## src/rc4sm_pkg.sv

```systemverilog
// Shared constants and types for the RC4 / SplitMix64 keystream generator.
package rc4sm_pkg;

    localparam int PERM_DEPTH = 256;
    localparam int PERM_AW    = $clog2(PERM_DEPTH);

    localparam logic [63:0] GOLDEN_STEP = 64'h9e37_79b9_7f4a_7c15;
    localparam logic [63:0] MIX_MUL_A   = 64'hbf58_476d_1ce4_e5b9;
    localparam logic [63:0] MIX_MUL_B   = 64'h94d0_49bb_1331_11eb;

    localparam logic OP_KEY = 1'b0;
    localparam logic OP_GEN = 1'b1;

    typedef struct packed {
        logic               clear;
        logic               rd_en;
        logic [PERM_AW-1:0] rd_addr;
        logic               wr_en;
        logic [PERM_AW-1:0] wr_addr;
        logic [7:0]         wr_data;
    } perm_req_t;

endpackage

```

## src/rc4sm_perm_ram.sv

```systemverilog
// Permutation memory: synchronous RAM with per-entry valid bits; invalid entries read as their index.
module rc4sm_perm_ram
    import rc4sm_pkg::*;
(
    input  logic       clk,
    input  logic       rst_n,
    input  perm_req_t  req,
    output logic [7:0] rd_data
);

    logic [7:0]            mem [PERM_DEPTH];
    logic [PERM_DEPTH-1:0] valid_reg;
    logic [7:0]            rd_q_reg;
    logic [PERM_AW-1:0]    rd_addr_reg;
    logic                  rd_valid_reg;

    always_ff @(posedge clk)
    begin
        if (req.wr_en)
        begin
            mem[req.wr_addr] <= req.wr_data;
        end
        if (req.rd_en)
        begin
            rd_q_reg <= mem[req.rd_addr];
        end
    end

    always_ff @(posedge clk or negedge rst_n)
    begin
        if (!rst_n)
        begin
            valid_reg    <= '0;
            rd_addr_reg  <= '0;
            rd_valid_reg <= 1'b0;
        end
        else
        begin
            if (req.clear)
            begin
                valid_reg <= '0;
            end
            else if (req.wr_en)
            begin
                valid_reg[req.wr_addr] <= 1'b1;
            end
            if (req.rd_en)
            begin
                rd_addr_reg  <= req.rd_addr;
                rd_valid_reg <= req.clear ? 1'b0 : valid_reg[req.rd_addr];
            end
        end
    end

    assign rd_data = rd_valid_reg ? rd_q_reg : 8'(rd_addr_reg);

endmodule

```

## config.mk

```make
export PLATFORM = sky130hd
export DESIGN_NAME = rc4sm_perm_ram
export DESIGN_NICKNAME = d
export VERILOG_FILES = /design/src/rc4sm_pkg.sv /design/src/rc4sm_perm_ram.sv
export SDC_FILE = /design/constraint.sdc
export NUM_CORES = 2
export LEC_CHECK = 0
export BUFFER_PORTS_ARGS = -buffer_cell sky130_fd_sc_hd__buf_2
export CAP_MARGIN = 25
export CORE_AREA = 4 4 499 501
export DETAILED_ROUTE_END_ITERATION = 6
export DIE_AREA = 0 0 503 505
export MAX_ROUTING_LAYER = met4
export PLACE_DENSITY_LB_ADDON = 0.15
export SYNTH_ARGS = -nofsm -noshare
export SYNTH_HDL_FRONTEND = slang
export SYNTH_SLANG_ARGS = --single-unit
```

## constraint.sdc

```tcl
create_clock -name clk -period 4.9 [get_ports clk]
set_input_delay 0.98 -clock clk [delete_from_list [all_inputs] [get_ports clk]]
set_output_delay 0.98 -clock clk [all_outputs]
set_load 0.02 [all_outputs]
```

=== Word level (Yosys, flattened, before mapping) ===
Memory sizes are Yosys's and may differ from the RTL's. A register that Yosys moved wholly into a read port is not among the register bits.
Index checks and enable logic that the tools add are counted.

* Reductions and logical operators: 2
* Multiplexer cells: 10
* Bitwise gates (word level): 1
* Order comparisons: 3

{| class="wikitable"
|+ Operator list
! kind !! count
|-
| $mux 256 || 2
|-
| $or 256x256->256 || 1
|-
| $lt 8x9->1 const B || 2
|-
| $bmux 1 s8 || 1
|-
| $demux 1 s8 || 1
|-
| $ge 8x1->1 const B || 1
|-
| $mux 8 || 1
|-
| $mux 1 || 5
|-
| $reduce_bool 2->1 || 1
|-
| $logic_and 1x1->1 || 1
|}

* Input bits: 29
* Word-level logic and storage cells: 20
* Memories kept: 1
* Bits in registers: 265
* RAM bits: 2,048

{| class="wikitable"
|+ Memory list
! name !! words !! bits a word !! rd ports !! clocked after memory_dff !! wr ports !! RTL line !! text
|-
| mem || 256 || 8 || 1 || 1 || 1 || rc4sm_perm_ram.sv:11 || <nowiki>logic [7:0] mem [PERM_DEPTH];</nowiki>
|}

=== Depth between registers and ports, before layout ===
* Word-level depth: 7
* Depth in mapped cells: 12

=== Least setup slack after synthesis ===
OpenSTA, ideal clock, no wires.

* Path kind: input port to flip-flop
* Start: in req[17] (netlist name)
* End: reg rd_q_reg[0] (read register of mem), data pin
* Stages on the path: 8
* Required time: 4.628 ns
* Buffers on the path: 3
* Arrival time: 3.267 ns
* Slack: 1.362 ns
* Path through: buf_2 > buf_2 > buf_2 > mux4_2 > mux4_2 > a22oi_1 > a21oi_1 > or4_1

{| class="wikitable"
|+ RTL lines
! item !! RTL line !! text
|-
| start: declaration || rc4sm_perm_ram.sv:7 || <nowiki>input perm_req_t req,</nowiki>
|-
| end: declaration || rc4sm_perm_ram.sv:13 || <nowiki>logic [7:0] rd_q_reg;</nowiki>
|}

==> impl_metrics.env <==
export IMPL_status="finished clean"
export IMPL_fin_area_um2=105000
export IMPL_power_density_nw_per_um2=401
export IMPL_hold_viol=0
export IMPL_worst_slack_ns=1.04
export IMPL_die_area_um2=254000
export IMPL_gr_usage_all_layers=0.198
export IMPL_route_detailed_drc=0
export IMPL_postPlaceCellArea_um2=96500
export IMPL_crit_fanout=23
export IMPL_cp_required_ns=5.51
export IMPL_clk_pin_slew_ns=0.07
export IMPL_synthToLayoutAreaGrowth_pct=16.3
export IMPL_drt_wl_total_um=243000
export IMPL_finalMaxSlewViolations=0
export IMPL_cts_made_buffers=239
export IMPL_clockBufferDepth=3
export IMPL_chipWidth_um=503
export IMPL_synth_cell_types=41
export IMPL_setup_tns_ns=0
export IMPL_synth_cell_area_um2=90200
export IMPL_port_buffers=36
export IMPL_syn_avg_cell_area_um2=21.0
export IMPL_ys_ff_latch=2321
export IMPL_hold_class="reg -> reg"
export IMPL_cts_sinks=2321
export IMPL_rows=182
export IMPL_rsz0062_at_grt="false"
export IMPL_root_buffer="clkbuf_16"
export IMPL_yosys_area_top_type="edfxtp_1"
export IMPL_io_pins=37
export IMPL_synth_fp_nets=4331
export IMPL_insertion_delay_ns=0.88
export IMPL_start_util=0.368
export IMPL_ys_seq_area_frac=0.758
export IMPL_gp_congestion=0.812
export IMPL_grt_antenna_before_repair=24
export IMPL_irDropWorstVdd_mv=0.318
export IMPL_fp_dieH_um=505
export IMPL_fin_nets=4700
export IMPL_fmax_mhz=259
export IMPL_grt_pass1_vias=45200
export IMPL_synth_edff_count=2056
export IMPL_power_mw=42.1
export IMPL_post_cts_buffers=0
export IMPL_layout_commonest_cell="edfxtp_1"
export IMPL_setup_viol=0
export IMPL_drive_above_1_share=0.306
export IMPL_mostFrequentLayoutCells="edfxtp_1, nor2_1, mux4_2"
export IMPL_async_flop_share=0.114
export IMPL_drtAntennaViolNets=0
export IMPL_cts_max_level=4
export IMPL_cts_tree="done"
export IMPL_via_per_inst=5.46
export IMPL_yosys_warnings=0
export IMPL_finalNonFillerCells=8114
export IMPL_grt_ovfl_total=0
export IMPL_clock_skew_ns=0.0801
export IMPL_vias=44300
export IMPL_min_period_over_period=0.787
export IMPL_tightest_slew_ns=1.18
export IMPL_synth_ff_type="edfxtp_1"
export IMPL_synth_top_cell_area_share=0.685
export IMPL_pre_cts_slack_ns=0.193
export IMPL_dpl_hpwl_um=154000
export IMPL_dp_cells=7621
export IMPL_initialDrtViolationCount=4426
export IMPL_cts_resized=0
export IMPL_dr_pass1_iters=6
export IMPL_criticalPathCategory="in -> reg"
export IMPL_grt_pass1_wl_um=349000
export IMPL_n_fill_cell=21100
export IMPL_synth_cells=4302
export IMPL_grt_max_degree=138
export IMPL_post_route_min_period_ns=3.86
export IMPL_fin_util=0.428
export IMPL_p_leak_nw=34.3
export IMPL_max_slew_margin_rel=0.213
export IMPL_synth_top_cells_by_area="edfxtp_1, mux4_2, dfrtp_1, nor2_1, clkbuf_1"
export IMPL_largest_reg_flops=2048
export IMPL_crit_arrival_ns=4.47
export IMPL_max_cap_viol_count=0
export IMPL_critPathCaptureType="flop"
export IMPL_wire_per_inst_um=30.0
export IMPL_whs_ns=0.490
export IMPL_critPathLaunchType="input port"
export IMPL_core_area_um2=245000
export IMPL_postCtsHoldBufs=1
[cells by family after synthesis]
group           share of synthesized area
buf+inv                            0.0127
flops                               0.758
mux                                 0.179
simple gates                       0.0360
compound gates                     0.0138
[final cells by class]
type / count / area [µm²] / share of cell area
diodes: 8 / 20.0 / 0.000191
clock buffers: 306 / 6450 / 0.0615
clock inverters: 150 / 1600 / 0.0153
inverters: 2 / 7.51 / 0.0000716
multi-input cells: 1722 / 20700 / 0.197
flip-flops and latches: 2321 / 68400 / 0.652
well taps: 3220 / 4030 / 0.0384
repair buffers: 385 / 3700 / 0.0353
[layer usage]
layer  share of wire  vias to the layer above  GRT usage
met4           0.023                        0     0.0497
met1            0.45                    24300      0.283
met3           0.051                      319     0.0268
met2            0.48                     1324      0.301
met5               0                        -          -
li1                -                    18300          -
[synthesized netlist by cell type, types with 3 or more instances]
master / number
nor2_1: 718
a31oi_1: 3
buf_6: 6
o22ai_1: 3
edfxtp_1: 2056
nand2_1: 26
nand3_1: 26
nor2b_1: 15
buf_4: 17
dfrtp_1: 265
mux2_2: 18
a211oi_1: 3
a21oi_1: 38
buf_2: 54
clkbuf_1: 157
nand2b_1: 7
o21ba_2: 30
or4_1: 9
buf_1: 23
a22oi_1: 75
o221ai_1: 4
mux4_2: 700
nand4_1: 9
mux2i_1: 18
[power by group]
part           internal, mW  switching, mW  total, mW
Combinational         0.803           1.31       2.11
Sequential             21.6         0.0251       21.6
Clock                  10.5           7.83       18.3
[worst max-delay path, stage by stage]
cell,delay (ns)
buf_8,0.27
buf_12,0.29
buf_4,0.38
mux4_2,0.56
mux4_2,0.51
a22oi_1,0.55
a21oi_1,0.30
or4_1,0.56
[path summary, 6_finish.rpt]
kind | to | start | cells after the start | slack (ns)
max | rd_q_reg[7] | req[17] | 8 | 1.04
min | valid_reg[88] | valid_reg[88] | 2 | 0.49
max reg2reg | rd_q_reg[0] | mem[170][0] | 5 | 1.64
min reg2reg | valid_reg[88] | valid_reg[88] | 2 | 0.49
max in group asynchronous | valid_reg[29] | rst_n | 3 | 3.18
min in group asynchronous | valid_reg[171] | rst_n | 2 | 0.59
Note: power is estimated with default switching activity, not from simulation.
