$ cat src/rc4sm_pkg.sv
// Shared constants and types for the RC4 / SplitMix64 keystream generator.
package rc4sm_pkg;

    localparam int PERM_DEPTH = 256;
    localparam int PERM_AW    = $clog2(PERM_DEPTH);

    localparam logic [63:0] GOLDEN_STEP = 64'h9e37_79b9_7f4a_7c15;
    localparam logic [63:0] MIX_MUL_A   = 64'hbf58_476d_1ce4_e5b9;
    localparam logic [63:0] MIX_MUL_B   = 64'h94d0_49bb_1331_11eb;

    localparam logic OP_KEY = 1'b0;
    localparam logic OP_GEN = 1'b1;

    typedef struct packed {
        logic               clear;
        logic               rd_en;
        logic [PERM_AW-1:0] rd_addr;
        logic               wr_en;
        logic [PERM_AW-1:0] wr_addr;
        logic [7:0]         wr_data;
    } perm_req_t;

endpackage

$ cat src/rc4sm_mixer.sv
// SplitMix64 output function computed sequentially, both multiply rounds on one shared 32x32 multiplier.
module rc4sm_mixer
    import rc4sm_pkg::*;
(
    input  logic        clk,
    input  logic        rst_n,
    input  logic        start,
    input  logic [63:0] counter,
    output logic        ready,
    output logic [63:0] word
);

    typedef enum logic [5:0] {
        MX_IDLE = 6'b000001,
        MX_LOAD = 6'b000010,
        MX_M0   = 6'b000100,
        MX_M1   = 6'b001000,
        MX_M2   = 6'b010000,
        MX_M3   = 6'b100000
    } mx_state_t;

    mx_state_t   state_reg;
    logic        round_reg;
    logic [63:0] a_reg;
    logic [63:0] acc_reg;
    logic [63:0] prod_reg;
    logic [63:0] word_reg;

    logic [63:0] sum;
    logic [63:0] k;
    logic [31:0] mult_a;
    logic [31:0] mult_b;
    logic [63:0] prod_comb;
    logic [63:0] fin;

    assign sum = counter + GOLDEN_STEP;
    assign k   = round_reg ? MIX_MUL_B : MIX_MUL_A;

    always_comb
    begin
        mult_a = a_reg[31:0];
        mult_b = k[31:0];
        case (state_reg)
            MX_M1:
            begin
                mult_b = k[63:32];
            end
            MX_M2:
            begin
                mult_a = a_reg[63:32];
            end
            default:
            begin
                mult_a = a_reg[31:0];
                mult_b = k[31:0];
            end
        endcase
    end

    assign prod_comb = mult_a * mult_b;
    assign fin       = {acc_reg[63:32] + prod_reg[31:0], acc_reg[31:0]};

    always_ff @(posedge clk or negedge rst_n)
    begin
        if (!rst_n)
        begin
            state_reg <= MX_LOAD;
            round_reg <= 1'b0;
            a_reg     <= '0;
            acc_reg   <= '0;
            prod_reg  <= '0;
            word_reg  <= '0;
        end
        else
        begin
            prod_reg <= prod_comb;
            if (start)
            begin
                state_reg <= MX_LOAD;
            end
            else
            begin
                case (state_reg)
                    MX_LOAD:
                    begin
                        a_reg     <= sum ^ (sum >> 30);
                        round_reg <= 1'b0;
                        state_reg <= MX_M0;
                    end
                    MX_M0:
                    begin
                        state_reg <= MX_M1;
                    end
                    MX_M1:
                    begin
                        acc_reg   <= prod_reg;
                        state_reg <= MX_M2;
                    end
                    MX_M2:
                    begin
                        acc_reg[63:32] <= acc_reg[63:32] + prod_reg[31:0];
                        state_reg      <= MX_M3;
                    end
                    MX_M3:
                    begin
                        if (!round_reg)
                        begin
                            a_reg     <= fin ^ (fin >> 27);
                            round_reg <= 1'b1;
                            state_reg <= MX_M0;
                        end
                        else
                        begin
                            word_reg  <= fin ^ (fin >> 31);
                            state_reg <= MX_IDLE;
                        end
                    end
                    default:
                    begin
                        state_reg <= MX_IDLE;
                    end
                endcase
            end
        end
    end

    assign ready = (state_reg == MX_IDLE);
    assign word  = word_reg;

endmodule

$ cat config.mk
export PLATFORM = sky130hd
export DESIGN_NAME = rc4sm_mixer
export DESIGN_NICKNAME = d
export VERILOG_FILES = /design/src/rc4sm_pkg.sv /design/src/rc4sm_mixer.sv
export SDC_FILE = /design/constraint.sdc
export NUM_CORES = 2
export LEC_CHECK = 0
export BUFFER_PORTS_ARGS = -buffer_cell sky130_fd_sc_hd__buf_2
export CAP_MARGIN = 20
export CORE_UTILIZATION = 65
export CTS_CLUSTER_SIZE = 25
export DETAILED_ROUTE_END_ITERATION = 8
export GPL_ROUTABILITY_DRIVEN = 0
export PLACE_DENSITY = 0.92
export SETUP_SLACK_MARGIN = 0.1
export SLEW_MARGIN = 25
export SYNTH_ARGS = -nofsm -noshare
export SYNTH_HDL_FRONTEND = slang
export SYNTH_SLANG_ARGS = --single-unit
$ cat constraint.sdc
create_clock -name clk -period 21.2 [get_ports clk]
set_clock_uncertainty 0.15 [all_clocks]
set_input_delay 1.06 -clock clk [delete_from_list [all_inputs] [get_ports clk]]
set_output_delay 1.06 -clock clk [all_outputs]
set_load 0.01 [all_outputs]
After elaboration in Yosys (flattened, before gate mapping)
Cells that the tools add are included.
{"block": "totals", "register_bits": 263, "inputBits": 67, "output_inout_bits": 65, "elab_cells": 38}
{"block": "op_classes", "n_addsub": 2, "multipliers": 1, "n_eq_ne": 7, "n_mux": 10, "n_bitwise": 4, "reduce_logical": 7}
{"op": "$pmux 64 s2", "count": 1}
{"op": "$add 64x64->64 const B", "count": 1}
{"op": "$mul 32x32->64", "count": 1}
{"op": "$mux 32", "count": 2}
{"op": "$mux 64", "count": 1}
{"op": "$pmux 32 s2", "count": 1}
{"op": "$xor 64x33->64", "count": 1}
{"op": "$xor 64x34->64", "count": 1}
{"op": "$xor 64x37->64", "count": 1}
{"op": "$mux 62", "count": 1}
{"op": "$add 32x32->32", "count": 1}
{"op": "$pmux 6 s5", "count": 1}
{"op": "$eq 6x1->1 const B", "count": 1}
{"op": "$eq 6x2->1 const B", "count": 1}
{"op": "$eq 6x3->1 const B", "count": 1}
{"op": "$eq 6x4->1 const B", "count": 1}
{"op": "$eq 6x5->1 const B", "count": 1}
{"op": "$eq 6x6->1 const B", "count": 1}
{"op": "$mux 6", "count": 1}
{"op": "$reduce_and 2->1", "count": 3}
{"op": "$reduce_and 3->1", "count": 2}
{"op": "$reduce_bool 2->1", "count": 2}
{"op": "$mux 3", "count": 1}
{"op": "$ne 2x2->1 const B", "count": 1}
{"op": "other kinds (2)", "count": 2}

Longest topological paths before layout
{"block": "depth", "depth_word": 4, "mapped_depth": 39, "mapped_depth_nobuf": 34}

Worst setup path before layout
No wires, ideal clock.
{"block": "synth_path", "path_kind": "reg2reg", "startpoint": "reg state_reg[1]", "endpoint": "reg prod_reg[59]", "setup_ps": 123, "arrival_time_ps": 9092, "setup_slack_ps": 11835, "path_stages_with_launch": 34, "path_buffers": 7, "period_less_slack_ps": 9365, "cell_sequence": "dfstp_2 > nor2_1 > nand3_1 > clkbuf_1 > clkbuf_1 > clkbuf_1 > ha_1 > clkbuf_1 > clkbuf_1 > clkbuf_1 > nand2_1 > inv_1 > fa_1 > fa_1 > inv_1 > fa_1 > fa_1 > inv_1 > fa_1 > fa_1 > fa_1 > fa_1 > ha_1 > clkbuf_1 > nand3_1 > nor2_1 > nand2_1 > a211oi_1 > o21ai_0 > a311oi_1 > a21boi_1 > o21ai_0 > a21oi_1 > xnor2_1"}
{"block": "synth_between", "elab_chain_len": 3}
{"element": "from (decl)", "line_no": "rc4sm_mixer.sv:22", "text": "mx_state_t state_reg;"}
{"element": "from (signal assigned)", "line_no": "rc4sm_mixer.sv:67", "text": "state_reg <= MX_LOAD;"}
{"element": "from (signal assigned)", "line_no": "rc4sm_mixer.sv:79", "text": "state_reg <= MX_LOAD;"}
{"element": "from (signal assigned)", "line_no": "rc4sm_mixer.sv:88", "text": "state_reg <= MX_M0;"}
{"element": "$eq 6x5->1 or $eq 6x4->1 (tied branches)", "line_no": "rc4sm_mixer.sv:43", "text": "case (state_reg)"}
{"element": "$mux 32", "line_no": "rc4sm_mixer.sv:43"}
{"element": "$mul 32x32->64 (*)", "line_no": "rc4sm_mixer.sv:60", "text": "assign prod_comb = mult_a * mult_b;"}
{"element": "named net prod_comb[59]", "line_no": "rc4sm_mixer.sv:33", "text": "logic [63:0] prod_comb;"}
{"element": "to (signal assigned)", "line_no": "rc4sm_mixer.sv:76", "text": "prod_reg <= prod_comb;"}
{"element": "to (decl)", "line_no": "rc4sm_mixer.sv:26", "text": "logic [63:0] prod_reg;"}
Mark *: on every way through the listed nets, which the timed path passes. The rest lies on a longest branch.
A chain may end at the register's enable or synchronous reset.

Worst setup path in the final report
{"block": "layout_path", "startpoint": "reg state_reg[4]", "endpoint": "reg prod_reg[59]"}
The elaborated chain is that of the path after synthesis.

==> results.toml <==
[outcome]
status = "finished, violations left"
violations = "design-rule violations"

[cts]
path_clk_slew_ps = 70
ctsResizeCount = 0
clk_latency_ps = 550
htree_levels = 1
post_cts_buffers = 0
clock_sinks = 263
numCtsBuffers = 23
root_buffer = "clkbuf_16"
hold_buffers = 0
clockBufferDepth = 3
cts_tree = "yes"

[timing]
tightest_slew_ps = 1220
relSlewSlack = 0.180
rsz0062_at_grt = "false"
setup_viol = 0
hold_violations = 0
slew_violations = 0
worst_slack_ps = 9650
tns_ps = 0
finalCritPeriodShare = 0.545
min_period_ps = 11550
fmax_mhz = 86.6

[logic_synthesis]
ys.warnings.count = 0
synth_cell_type_count = 81
synth-async-reset-ratio = 1.00
synthesis.nets = 5856
syn_area_per_cell_sq_um = 9.54
ys_ff_latch = 263
ys.flop_type = "dfrtp_1"
netlist_area_sq_um = 43800
synthCells = 4597
synth_edf_count = 0
seq_area_frac_synth = 0.150

[grt]
grt_start_max_net_pins = 129
grt_antenna_before_repair = 3
track_usage = 0.449
grt_pass1_vias = 39200
overflow = 0
grt_pass1_wl_um = 227000

[setup_path]
worst-setup-path-type = "flip-flop to flip-flop"
crit_required_ps = 21470
cpMaxStageDelayCell = "fa_1"
worstPathMaxFanout = 52
crit_path_start_kind = "flip-flop"
critPathMaxStageDelay_ps = 840
crit_path_end_kind = "flip-flop"
crit_top_cell = "fa_1"
cp.arrival_ps = 11820

[routing]
routed_wl_um = 149000
drt-wirelength-per-cell_um = 27.0
route.detailed.drc = 2
drtIter0Drc = 6216
postRouteAntennaNets = 0
dr.pass1.iters = 9
vias_per_cell = 6.67
via_count = 36800

[die]
die_y_um = 262
start_util = 0.662
placementRows = 94
die-area_sq_um = 68500
core_area_sq_um = 66200
die_w_um = 262
num_io_pins = 132

[place]
dp_hpwl_um = 118000
dpl_worst_slack_ps = 10090
io_buffers = 131

[finish]
mostFrequentLayoutCells = "inv_1, fa_1, ha_1"
areaGrowthSynthToFinish_pct = 5.28
nNetsFinal = 5895
final_common_cell = "inv_1"
layout-drive-gt1-share = 0.0681

[worst_hold_path]
hold_class = "input pin to async pin"

[flow_run]
drv_cap = 0
## cell usage after synthesis, types with 87 or more instances
library cell,n,area (sq um)
dfrtp_1,262,6560
xnor2_1,187,1640
xor2_1,87,762
nor2_1,302,1130
clkbuf_1,142,533
ha_1,390,4880
o21ai_0,158,791
inv_1,1006,3780
nand2_1,353,1330
fa_1,802,16100
a21oi_1,163,816
nand2b_1,102,638
## logic make-up after synthesis
kind of cell,count (synthesis),share of synthesized area
adder cells (fa/ha/maj),1192,0.478
multiplexers,74,0.0186
AND/OR/NAND/NOR,998,0.104
XOR/XNOR,279,0.0569
flip-flops,263,0.150
AO/OA/AOI/OAI,618,0.0922
buffers and inverters,1173,0.100
## path summary, 6_finish.rpt
check	start	end	slack [ps]	depth (start not counted)
worst min-delay path	rst_n	word[58]	270	1
min in group clk	a_reg[6]	a_reg[6]	330	2
worst max-delay path	state_reg[4]	prod_reg[59]	9650	29
max in group asynchronous	rst_n	prod_reg[2]	19090	3
worst max register to register	state_reg[4]	prod_reg[59]	9650	29
worst min register to register	a_reg[6]	a_reg[6]	330	2
## routing by layer
| layer | part of all wire | vias to the layer above | track usage |
|---|---|---|---|
| li1 | - | 14300 | - |
| met5 | 0.00092 | - | 0.0181 |
| met2 | 0.42 | 3619 | 0.644 |
| met4 | 0.11 | 6 | 0.363 |
| met1 | 0.31 | 17600 | 0.526 |
| met3 | 0.16 | 1231 | 0.193 |
## layout make-up
| type | count | area (sq um) |
|---|---|---|
| inverters | 1016 | 3810 |
| fillers | 4256 | 20100 |
| diodes | 2 | 5.00 |
| repair buffers | 171 | 990 |
| clock buffers | 30 | 642 |
| clock inverters | 12 | 126 |
| multi-input cells | 3161 | 32900 |
| well taps | 864 | 1080 |
| flip-flops and latches | 263 | 6580 |
## critical path, delay by kind of cell (launching register included)
family / cells / cell delay (ps)
compound gates: 5 / 1750
flops: 1 / 440
simple gates: 7 / 2480
xor+xnor: 1 / 130
fa+ha+maj: 10 / 5210
buf+inv: 6 / 1210
## stage by stage
| stage | instance area [sq um] | instances | hold slack, ps | utilization |
|---|---|---|---|---|
| finish | 46200 | 5519 | 275 | 0.697 |
| global route | 46200 | 5518 | 309 | 0.697 |
| CTS | 46100 | 5515 | 322 | 0.696 |
| detailed placement | 45300 | 5473 | 306 | 0.684 |
| global placement | 45300 | 5473 | 300 | 0.684 |
| floorplan | 43800 | 4597 | 288 | - |
Power is left out: the tool's default activity adds up to more than one toggle a clock period on the data nets, which glitch-free logic cannot reach.
